===== src/hdl/tar_record_stream_parser_macros.svh =====
// Assertion macros for the tar record stream parser.
`ifndef TAR_RECORD_STREAM_PARSER_MACROS_SVH
`define TAR_RECORD_STREAM_PARSER_MACROS_SVH

// Clocked check with an explicit clock and reset.
`define TRS_ASSERT_CLK(lbl, clk, rst_n, prop, msg) \
  lbl: assert property (@(posedge clk) disable iff (!rst_n) prop) else $error(msg);

// Clocked check on clk_i, disabled while rst_ni is low.
`define TRS_ASSERT(lbl, prop, msg) \
  `TRS_ASSERT_CLK(lbl, clk_i, rst_ni, prop, msg)

`endif


===== src/hdl/trs_pkg.sv =====
package trs_pkg;

  localparam int unsigned FIELD_W    = 32;
  localparam int unsigned OFF_W      = 9;
  localparam int unsigned NUM_FIELDS = 7;
  localparam int unsigned FIDX_W     = $clog2(NUM_FIELDS);
  localparam int unsigned SIZE_FIELD = 3;
  localparam int unsigned MODE_FIELD = 0;
  localparam int unsigned UID_FIELD  = 1;
  localparam int unsigned GID_FIELD  = 2;
  localparam int unsigned MTIM_FIELD = 4;
  localparam int unsigned DMAJ_FIELD = 5;
  localparam int unsigned DMIN_FIELD = 6;

  localparam logic [OFF_W-1:0] REC_LAST = 9'd511;
  localparam logic [OFF_W-1:0] TYPE_OFF = 9'd156;

  localparam logic [OFF_W-1:0] FLD_FIRST [NUM_FIELDS] =
    '{9'd100, 9'd108, 9'd116, 9'd124, 9'd136, 9'd329, 9'd337};
  localparam logic [OFF_W-1:0] FLD_LAST [NUM_FIELDS] =
    '{9'd107, 9'd115, 9'd123, 9'd135, 9'd147, 9'd336, 9'd344};

  localparam int unsigned MAGIC_LEN = 5;
  localparam int unsigned MIDX_W    = $clog2(MAGIC_LEN);
  localparam logic [OFF_W-1:0] MAGIC_FIRST = 9'd257;
  localparam logic [OFF_W-1:0] MAGIC_LAST  = 9'd261;
  localparam logic [7:0] MAGIC_TEXT [MAGIC_LEN] = '{8'h75, 8'h73, 8'h74, 8'h61, 8'h72};

  localparam logic [7:0] CH_NUL   = 8'h00;
  localparam logic [7:0] CH_SPACE = 8'h20;
  localparam logic [7:0] CH_ZERO  = 8'h30;
  localparam logic [7:0] CH_ONE   = 8'h31;
  localparam logic [7:0] CH_SIX   = 8'h36;
  localparam logic [7:0] CH_SEVEN = 8'h37;

  typedef enum logic [1:0] {
    KIND_HEADER = 2'd0,
    KIND_DATA   = 2'd1,
    KIND_END    = 2'd2,
    KIND_ERROR  = 2'd3
  } out_kind_e;

  localparam logic ERR_FORMAT = 1'b0;
  localparam logic ERR_TRUNC  = 1'b1;

  localparam logic [2:0] TYPE_REGULAR = 3'd0;

  typedef struct packed {
    logic [11:0]        perm;
    logic [FIELD_W-1:0] uid;
    logic [FIELD_W-1:0] gid;
    logic [FIELD_W-1:0] size;
    logic [FIELD_W-1:0] mtime;
    logic [FIELD_W-1:0] dev_major;
    logic [FIELD_W-1:0] dev_minor;
    logic [2:0]         type_code;
    logic               typed;
    logic               bad;
    logic               empty;
  } hdr_t;

endpackage


===== src/hdl/trs_hdr_decode.sv =====
module trs_hdr_decode (
  input  logic                      clk_i,
  input  logic                      rst_ni,
  input  logic                      byte_en_i,
  input  logic [trs_pkg::OFF_W-1:0] offset_i,
  input  logic [7:0]                byte_i,
  output trs_pkg::hdr_t             hdr_o
);
  import trs_pkg::*;

  logic [FIELD_W-1:0] fields_q [NUM_FIELDS];
  logic [FIELD_W-1:0] acc_q, acc_d, acc_base;
  logic               trailer_q, trailer_d, trailer_base;
  logic               ferr_q, ferr_d;
  logic               magic_ok_q, magic_ok_d;
  logic               empty_q, empty_d;
  logic [2:0]         type_q, type_d;
  logic               typed_q, typed_d;
  logic               hit, is_first, is_last, digit;
  logic [FIDX_W-1:0]  idx;
  logic [MIDX_W-1:0]  midx;

  always_comb begin
    hit      = 1'b0;
    idx      = '0;
    is_first = 1'b0;
    is_last  = 1'b0;
    for (int i = 0; i < NUM_FIELDS; i++) begin
      if (offset_i >= FLD_FIRST[i] && offset_i <= FLD_LAST[i]) begin
        hit      = 1'b1;
        idx      = FIDX_W'(i);
        is_first = (offset_i == FLD_FIRST[i]);
        is_last  = (offset_i == FLD_LAST[i]);
      end
    end
  end

  assign midx         = MIDX_W'(offset_i - MAGIC_FIRST);
  assign acc_base     = is_first ? '0 : acc_q;
  assign trailer_base = is_first ? 1'b0 : trailer_q;
  assign digit        = !trailer_base && byte_i >= CH_ZERO && byte_i <= CH_SEVEN;

  always_comb begin
    acc_d      = acc_q;
    trailer_d  = trailer_q;
    ferr_d     = ferr_q;
    magic_ok_d = magic_ok_q;
    empty_d    = empty_q;
    type_d     = type_q;
    typed_d    = typed_q;
    if (offset_i == '0) begin
      empty_d    = (byte_i == CH_NUL);
      magic_ok_d = 1'b1;
      ferr_d     = 1'b0;
    end
    if (offset_i == TYPE_OFF) begin
      if (byte_i == CH_ZERO || byte_i == CH_SEVEN) begin
        type_d  = TYPE_REGULAR;
        typed_d = 1'b1;
      end else if (byte_i >= CH_ONE && byte_i <= CH_SIX) begin
        type_d  = byte_i[2:0];
        typed_d = 1'b1;
      end else begin
        type_d  = TYPE_REGULAR;
        typed_d = 1'b0;
      end
    end
    if (offset_i >= MAGIC_FIRST && offset_i <= MAGIC_LAST && byte_i != MAGIC_TEXT[midx]) begin
      magic_ok_d = 1'b0;
    end
    if (hit) begin
      if (digit) begin
        acc_d     = {acc_base[FIELD_W-4:0], byte_i[2:0]};
        trailer_d = trailer_base;
      end else begin
        acc_d     = acc_base;
        trailer_d = 1'b1;
        if (byte_i != CH_NUL && byte_i != CH_SPACE) begin
          ferr_d = 1'b1;
        end
      end
    end
  end

  always_ff @(posedge clk_i or negedge rst_ni) begin
    if (!rst_ni) begin
      acc_q      <= '0;
      trailer_q  <= 1'b0;
      ferr_q     <= 1'b0;
      magic_ok_q <= 1'b1;
      empty_q    <= 1'b0;
      type_q     <= TYPE_REGULAR;
      typed_q    <= 1'b0;
      for (int i = 0; i < NUM_FIELDS; i++) begin
        fields_q[i] <= '0;
      end
    end else if (byte_en_i) begin
      acc_q      <= acc_d;
      trailer_q  <= trailer_d;
      ferr_q     <= ferr_d;
      magic_ok_q <= magic_ok_d;
      empty_q    <= empty_d;
      type_q     <= type_d;
      typed_q    <= typed_d;
      if (hit && is_last) begin
        fields_q[idx] <= acc_d;
      end
    end
  end

  assign hdr_o.perm      = fields_q[MODE_FIELD][11:0];
  assign hdr_o.uid       = fields_q[UID_FIELD];
  assign hdr_o.gid       = fields_q[GID_FIELD];
  assign hdr_o.size      = fields_q[SIZE_FIELD];
  assign hdr_o.mtime     = fields_q[MTIM_FIELD];
  assign hdr_o.dev_major = fields_q[DMAJ_FIELD];
  assign hdr_o.dev_minor = fields_q[DMIN_FIELD];
  assign hdr_o.type_code = type_q;
  assign hdr_o.typed     = typed_q;
  assign hdr_o.bad       = !magic_ok_q || ferr_q;
  assign hdr_o.empty     = empty_q;

endmodule


===== src/hdl/tar_record_stream_parser.sv =====
// Channel  Direction  Handshake               Payload
// in       sink       in_valid_i / in_stall_o   req_type_i, data_byte_i
// out      source     out_valid_o / out_stall_i out_kind_o .. error_code_o
//
// One request is taken per cycle while in_stall_o is low; its result, if any, is in
// the output register on the next cycle.
// Rate is one byte per cycle while not stalled, set by the single pass from the
// accepted byte to the output register; header fields decode one digit per byte.
// rst_ni clears all control state asynchronously; no clearing pass is needed.
// in_stall_o is high only while a held result is stalled downstream.
`include "tar_record_stream_parser_macros.svh"

module tar_record_stream_parser (
  input  logic        clk_i,
  input  logic        rst_ni,
  input  logic        in_valid_i,
  output logic        in_stall_o,
  input  logic        req_type_i,
  input  logic [7:0]  data_byte_i,
  output logic        out_valid_o,
  input  logic        out_stall_i,
  output logic [1:0]  out_kind_o,
  output logic [2:0]  entry_type_o,
  output logic [11:0] perm_bits_o,
  output logic [31:0] owner_id_o,
  output logic [31:0] group_id_o,
  output logic [31:0] file_size_o,
  output logic [31:0] mod_time_o,
  output logic [31:0] device_major_o,
  output logic [31:0] device_minor_o,
  output logic [7:0]  payload_byte_o,
  output logic        last_payload_o,
  output logic        error_code_o
);
  import trs_pkg::*;

  typedef enum logic [5:0] {
    PH_HEADER   = 6'b000001,
    PH_DATA     = 6'b000010,
    PH_SKIPDATA = 6'b000100,
    PH_PAD      = 6'b001000,
    PH_TRAILER  = 6'b010000,
    PH_DONE     = 6'b100000
  } phase_e;

  phase_e             phase_q, phase_d;
  logic [OFF_W-1:0]   off_q, off_d;
  logic               empty_seen_q, empty_seen_d;
  logic [FIELD_W-1:0] left_q, left_d;
  logic [OFF_W-1:0]   pad_q, pad_d;
  logic               in_acc, hdr_en, res_v;
  hdr_t               hdr;

  logic        out_valid_q;
  out_kind_e   kind_q, kind_d;
  logic [2:0]  etype_q, etype_d;
  logic [11:0] perm_q, perm_d;
  logic [31:0] uid_q, uid_d, gid_q, gid_d, size_q, size_d, mtime_q, mtime_d;
  logic [31:0] dmaj_q, dmaj_d, dmin_q, dmin_d;
  logic [7:0]  pbyte_q, pbyte_d;
  logic        last_q, last_d;
  logic        err_q, err_d;

  assign in_stall_o = out_valid_q && out_stall_i;
  assign in_acc     = in_valid_i && !in_stall_o;

  trs_hdr_decode u_hdr (
    .clk_i     (clk_i),
    .rst_ni    (rst_ni),
    .byte_en_i (hdr_en),
    .offset_i  (off_q),
    .byte_i    (data_byte_i),
    .hdr_o     (hdr)
  );

  always_comb begin
    phase_d      = phase_q;
    off_d        = off_q;
    empty_seen_d = empty_seen_q;
    left_d       = left_q;
    pad_d        = pad_q;
    hdr_en       = 1'b0;
    res_v        = 1'b0;
    kind_d       = KIND_HEADER;
    etype_d      = '0;
    perm_d       = '0;
    uid_d        = '0;
    gid_d        = '0;
    size_d       = '0;
    mtime_d      = '0;
    dmaj_d       = '0;
    dmin_d       = '0;
    pbyte_d      = '0;
    last_d       = 1'b0;
    err_d        = ERR_FORMAT;
    if (in_acc && phase_q != PH_DONE) begin
      if (req_type_i) begin
        res_v   = 1'b1;
        phase_d = PH_DONE;
        if ((phase_q == PH_HEADER || phase_q == PH_TRAILER) && off_q == '0) begin
          kind_d = KIND_END;
        end else begin
          kind_d = KIND_ERROR;
          err_d  = ERR_TRUNC;
        end
      end else begin
        unique case (phase_q) inside
          PH_HEADER: begin
            hdr_en = 1'b1;
            if (off_q == REC_LAST) begin
              off_d = '0;
              if (hdr.empty) begin
                if (empty_seen_q) begin
                  phase_d = PH_TRAILER;
                end else begin
                  empty_seen_d = 1'b1;
                end
              end else if (hdr.bad) begin
                res_v   = 1'b1;
                kind_d  = KIND_ERROR;
                err_d   = ERR_FORMAT;
                phase_d = PH_DONE;
              end else begin
                left_d = hdr.size;
                pad_d  = OFF_W'(~hdr.size[OFF_W-1:0]) + OFF_W'(1);
                if (hdr.size == '0) begin
                  phase_d = PH_HEADER;
                end else begin
                  phase_d = hdr.typed ? PH_DATA : PH_SKIPDATA;
                end
                if (hdr.typed) begin
                  res_v   = 1'b1;
                  kind_d  = KIND_HEADER;
                  etype_d = hdr.type_code;
                  perm_d  = hdr.perm;
                  uid_d   = hdr.uid[31:0];
                  gid_d   = hdr.gid[31:0];
                  size_d  = hdr.size[31:0];
                  mtime_d = hdr.mtime[31:0];
                  dmaj_d  = hdr.dev_major[31:0];
                  dmin_d  = hdr.dev_minor[31:0];
                end
              end
            end else begin
              off_d = off_q + OFF_W'(1);
            end
          end
          PH_DATA, PH_SKIPDATA: begin
            left_d = left_q - FIELD_W'(1);
            if (phase_q == PH_DATA) begin
              res_v   = 1'b1;
              kind_d  = KIND_DATA;
              etype_d = hdr.type_code;
              pbyte_d = data_byte_i;
              last_d  = (left_q == FIELD_W'(1));
            end
            if (left_q == FIELD_W'(1)) begin
              phase_d = (pad_q != '0) ? PH_PAD : PH_HEADER;
            end
          end
          PH_PAD: begin
            pad_d = pad_q - OFF_W'(1);
            if (pad_q == OFF_W'(1)) begin
              phase_d = PH_HEADER;
            end
          end
          PH_TRAILER: begin
            if (off_q == '0 && data_byte_i != CH_NUL) begin
              res_v   = 1'b1;
              kind_d  = KIND_ERROR;
              err_d   = ERR_TRUNC;
              phase_d = PH_DONE;
            end else begin
              off_d = off_q + OFF_W'(1);
            end
          end
          default: phase_d = PH_DONE;
        endcase
      end
    end
  end

  always_ff @(posedge clk_i or negedge rst_ni) begin
    if (!rst_ni) begin
      phase_q      <= PH_HEADER;
      off_q        <= '0;
      empty_seen_q <= 1'b0;
      left_q       <= '0;
      pad_q        <= '0;
      out_valid_q  <= 1'b0;
    end else begin
      phase_q      <= phase_d;
      off_q        <= off_d;
      empty_seen_q <= empty_seen_d;
      left_q       <= left_d;
      pad_q        <= pad_d;
      if (in_acc) begin
        out_valid_q <= res_v;
      end else if (!out_stall_i) begin
        out_valid_q <= 1'b0;
      end
    end
  end

  always_ff @(posedge clk_i) begin
    if (in_acc && res_v) begin
      kind_q  <= kind_d;
      etype_q <= etype_d;
      perm_q  <= perm_d;
      uid_q   <= uid_d;
      gid_q   <= gid_d;
      size_q  <= size_d;
      mtime_q <= mtime_d;
      dmaj_q  <= dmaj_d;
      dmin_q  <= dmin_d;
      pbyte_q <= pbyte_d;
      last_q  <= last_d;
      err_q   <= err_d;
    end
  end

  assign out_valid_o    = out_valid_q;
  assign out_kind_o     = kind_q;
  assign entry_type_o   = etype_q;
  assign perm_bits_o    = perm_q;
  assign owner_id_o     = uid_q;
  assign group_id_o     = gid_q;
  assign file_size_o    = size_q;
  assign mod_time_o     = mtime_q;
  assign device_major_o = dmaj_q;
  assign device_minor_o = dmin_q;
  assign payload_byte_o = pbyte_q;
  assign last_payload_o = last_q;
  assign error_code_o   = err_q;

  `TRS_ASSERT(a_done_silent, (in_acc && phase_q == PH_DONE) |=> !out_valid_q, "result after end")
  `TRS_ASSERT(a_last_leaves_data, (out_valid_q && kind_q == KIND_DATA && last_q) |-> (phase_q == PH_PAD || phase_q == PH_HEADER), "last byte left data phase open")
  `TRS_ASSERT(a_pad_nonzero, (phase_q == PH_PAD) |-> (pad_q != '0), "pad phase with no padding")
  `TRS_ASSERT(a_data_nonzero, (phase_q == PH_DATA || phase_q == PH_SKIPDATA) |-> (left_q != '0 && off_q == '0), "data phase with no data left")

endmodule

===== config.mk =====
export PLATFORM = sky130hd
export DESIGN_NAME = tar_record_stream_parser
export DESIGN_NICKNAME = d
export VERILOG_FILES = /design/src/hdl/trs_pkg.sv /design/src/hdl/trs_hdr_decode.sv /design/src/hdl/tar_record_stream_parser.sv
export VERILOG_INCLUDE_DIRS = /design/src /design/src/hdl
export SDC_FILE = /design/constraint.sdc
export NUM_CORES = 1
export LEC_CHECK = 0
export BUFFER_PORTS_ARGS = -buffer_cell sky130_fd_sc_hd__buf_4
export CAP_MARGIN = 40
export CORE_UTILIZATION = 59
export CTS_CLUSTER_DIAMETER = 60
export CTS_CLUSTER_SIZE = 24
export DETAILED_ROUTE_END_ITERATION = 8
export PLACE_DENSITY = 0.8
export SLEW_MARGIN = 0
export SYNTH_ARGS = -nofsm -noshare
export SYNTH_HDL_FRONTEND = slang
export SYNTH_SLANG_ARGS = --single-unit

===== constraint.sdc =====
create_clock -name clk_i -period 12.85 [get_ports clk_i]
set_input_delay 1.285 -clock clk_i [delete_from_list [all_inputs] [get_ports clk_i]]
set_output_delay 1.285 -clock clk_i [all_outputs]
set_load 0.005 [all_outputs]

==> results.md <==
- Status: finished, final reports clean
- Worst VDD drop: about 0.093 mV
- Predominant post-synthesis flop cell: dfrtp_1
- Filler cells: 2741
- Worst-Skew Late Latency: 560 ps
- Area leader, netlist: dfrtp_1
- Tmin final: 4620 ps
- Final core occ: 69.6%
- Synthesized area per cell: 11.6 µm²
- Vias in the first global route: approximately 16000
- Worst-margin pin slew: between 1000 and 1500 ps
- Post-synth top area share: 32.9%
- Sequential fraction of the synthesis area: between 60 and 70%
- Cell Chain, Critical Path: or4_1 > nor4_1 > and2_1 > nor2b_1 > nor2_1 > nor2_4 > buf_4 > buf_4 > buf_12
- Syn Nets: 1988
- Worst Path Required: 13090 ps
- Post-cts sizing count: 0
- Worst rel slew slack: 28.7%
- Int Power: 2360 µW
- Proportion of layout cells with a drive suffix above 1: between 10% and 20%
- Total number of vias: 17200
- Largest net degree at the start of global routing: about 120
- Port Buffer Count: 233
- TritonCTS clock tree: yes
- Slowest cell on crit path: or4_1
- Hold Fails Final Rpt: 0
- Slew Limit Fails: 0
- Htree depth: 2
- Remaining DRCs: 0
- LEAKAGE: 0.0112 µW
- Synthesis Warnings: 0
- Non-Filler Instances: 2664
- Gpl congestion: a little over 0.9
- Hold_buf cts: 0
- Initial antenna violation count: 1
- Clock Tree Root: clkbuf_16
- DP HPWL: slightly below 40 mm
- Worst path most repeated cell: buf_4
- Worst Setup Slack, final: 8230 ps
- Fmax: 216 MHz
- Sequential power share: approximately 58%
- Final Skew: around 25 ps
- Nets: 2152
- Vias per cell: roughly 6.5
- Crit Path Max Fanout: 50
- Crit Path Class: register to register
- Synth Instances: ~2000
- Maxcap violations: 0
- Switching power: 658 µW
- Cell area after synthesis: 22800 µm²
- Area of the multi-input gates: 8060 µm²
- Placed inst area: 25100 µm²
- Setup repair bufs after CTS: 0
- Pre-CTS WS: 8110 ps
- Boundary Pins: 234
- Storage cell area: 14100 µm²
- Finished Cell Area: roughly 26000 µm²
- Final setup vio count: 0
- P&R area growth vs syn: 15.6%
- First-pass GRT wire length: 92.6 mm
- Ys async rst share: 58.0%
- Ant. Diodes: 0
- Pre-Repair DR Iteration Count: 6
- Die H: 199 µm
- Critical Path Source: off_q[4]
- CTS buffer count: 37
- Placeable Area: 37800 µm²
- Setup tns final: 0 ps
- Clock-pin slew on the worst setup and hold paths: 80 ps
- Grt ovf: 0
- Final period utilization: 36.0%
- Worst path bufs/invs: 3
- Critical Path Max Stage Delay: 650 ps
- RSZ-0062 raised after global routing: false
- Longest Clk Path Bufs: 3
- Number of cells after detailed placement: 2599
- Sink Count: 521
- Switch share: 21.8%
- Critical Path Sink Type: register
- FF+latch count, synth: 521
- Reg2reg start: off_q[4]
- Hold Crit Class: register to register
- Die ar.: 39400 µm²
- Worst Setup Start Kind: register
- Post-route ant nets: 0
- DR WL/cell: about 22 µm
- Hold wc startpoint: empty_seen_q
- Clock network power share: 40.7%
- Top Family by Delay on Critical Path: simple AND/OR/NAND/NOR gates
- Logic pwr share: 1.7%
- Final wirelength: 59.1 mm
- Worst path arrival time: 4860 ps
- Synth area leaders: dfrtp_1 33%, edfxtp_1 29%, and2_1 6.1%, a31oi_1 5.8%, a21oi_1 3.8%
- Count of cell types in the netlist: 81
- Number of synthesized flops with an enable pin: 219
- Initial Utilization: roughly 60%
- Num rows: 71
- GR Util All Layers: 30.3%
- DRT iter0 DRCs: 1788
- Pwr/cell area: 115 nW/µm²
- Die span in x: 199 µm
==> cell usage after synthesis, drive strengths merged (9+ instances only) <==
library cell  number
a21oi            173
a22o              34
a22oi             38
a31oi            211
and2             225
and3              39
buf               30
clkbuf           118
dfrtp            300
edfxtp           219
ha                12
inv               23
nand2             54
nand3             17
nand4              9
nor2             161
nor3              34
nor4              25
o2111ai           29
o21ai             61
o22ai             12
o31ai             11
or3               13
==> power groups by stage <==
stage	clock (µW)	combinational [µW]	sequential, µW
global route	1300	58.9	1740
global placement	0	50.4	1770
CTS	1240	54.2	1740
floorplan	0	12.5	1780
finish	1230	52.8	1740
detailed placement	0	54.0	1770
==> state kept, by name (all words and copies together) (netlist names), 2 cells and up <==
name / flops
payload_byte_o: 8
out_kind_o: 2
entry_type_o: 3
device_major_o: 32
device_minor_o: 32
mod_time_o: 32
u_hdr.type_q: 3
left_q: 32
u_hdr.acc_q: 32
off_q: 9
group_id_o: 32
phase_q: 6
perm_bits_o: 12
file_size_o: 32
u_hdr.hdr_o: 204
owner_id_o: 32
pad_q: 9
==> metal layers <==
metal	up-vias	share of wire, %	global-route usage, %
met5	-	0	0
li1	7645	-	-
met2	879	47	47.7
met3	142	8.4	5.09
met4	0	4.1	12.4
met1	8530	40	42.2
==> worst register-to-register path: stages, from the launching register on <==
cell and delay, ps:
dfrtp_1 560, or4_1 650, nor4_1 580, and2_1 260, nor2b_1 190, nor2_1 120, nor2_4 510, buf_4 590
buf_4 530, buf_12 300
==> final timing paths <==
path                                      end  slack (ps)  cells past startpoint
max                        device_major_o[14]        8230                      9
min                              empty_seen_q         470                      1
max reg2reg                device_major_o[14]        8230                      9
min reg2reg                      empty_seen_q         470                      1
max in group asynchronous     u_hdr.hdr_o[54]       10690                      2
min in group asynchronous        empty_seen_q         760                      1
==> placed cells by master (no fill, tap or decap), drive strengths merged, types with 38 or more instances in the layout <==
| master | synthesis | routed |
|---|---|---|
| and3 | 39 | 39 |
| clkbuf | 118 | 43 |
| and2 | 225 | 225 |
| nor2 | 161 | 161 |
| a31oi | 211 | 211 |
| a22oi | 38 | 38 |
| buf | 30 | 273 |
| o21ai | 61 | 61 |
| dfrtp | 300 | 300 |
| edfxtp | 219 | 219 |
| a21oi | 173 | 173 |
| nand2 | 54 | 54 |
==> cell families after synthesis <==
logic type | after synthesis | synth area share [%]
xor+xnor | 11 | 0.423
compound gates | 621 | 18.8
fa+ha+maj | 12 | 0.659
simple gates | 623 | 14.9
flops | 521 | 62.0
mux | 4 | 0.187
buf+inv | 171 | 3.04
==> area by class of cell <==
class / count / area share, %
Sequential cell: 521 / 53.7
Multi-Input combinational cell: 1271 / 30.6
Timing Repair Buffer: 273 / 8.27
Clock buffer: 43 / 3.68
Tap cell: 511 / 2.43
Clock inverter: 22 / 1.02
Inverter: 23 / 0.328
==> per-stage QoR <==
stage / power, µW / hold WS (ps)
2_1_floorplan: 1790 / 436
3_3_place_gp: 1820 / 454
3_5_place_dp: 1830 / 454
4_1_cts: 3030 / 470
5_1_grt: 3100 / 502
6_report: 3020 / 468
Power figures use the tool's default switching activity.
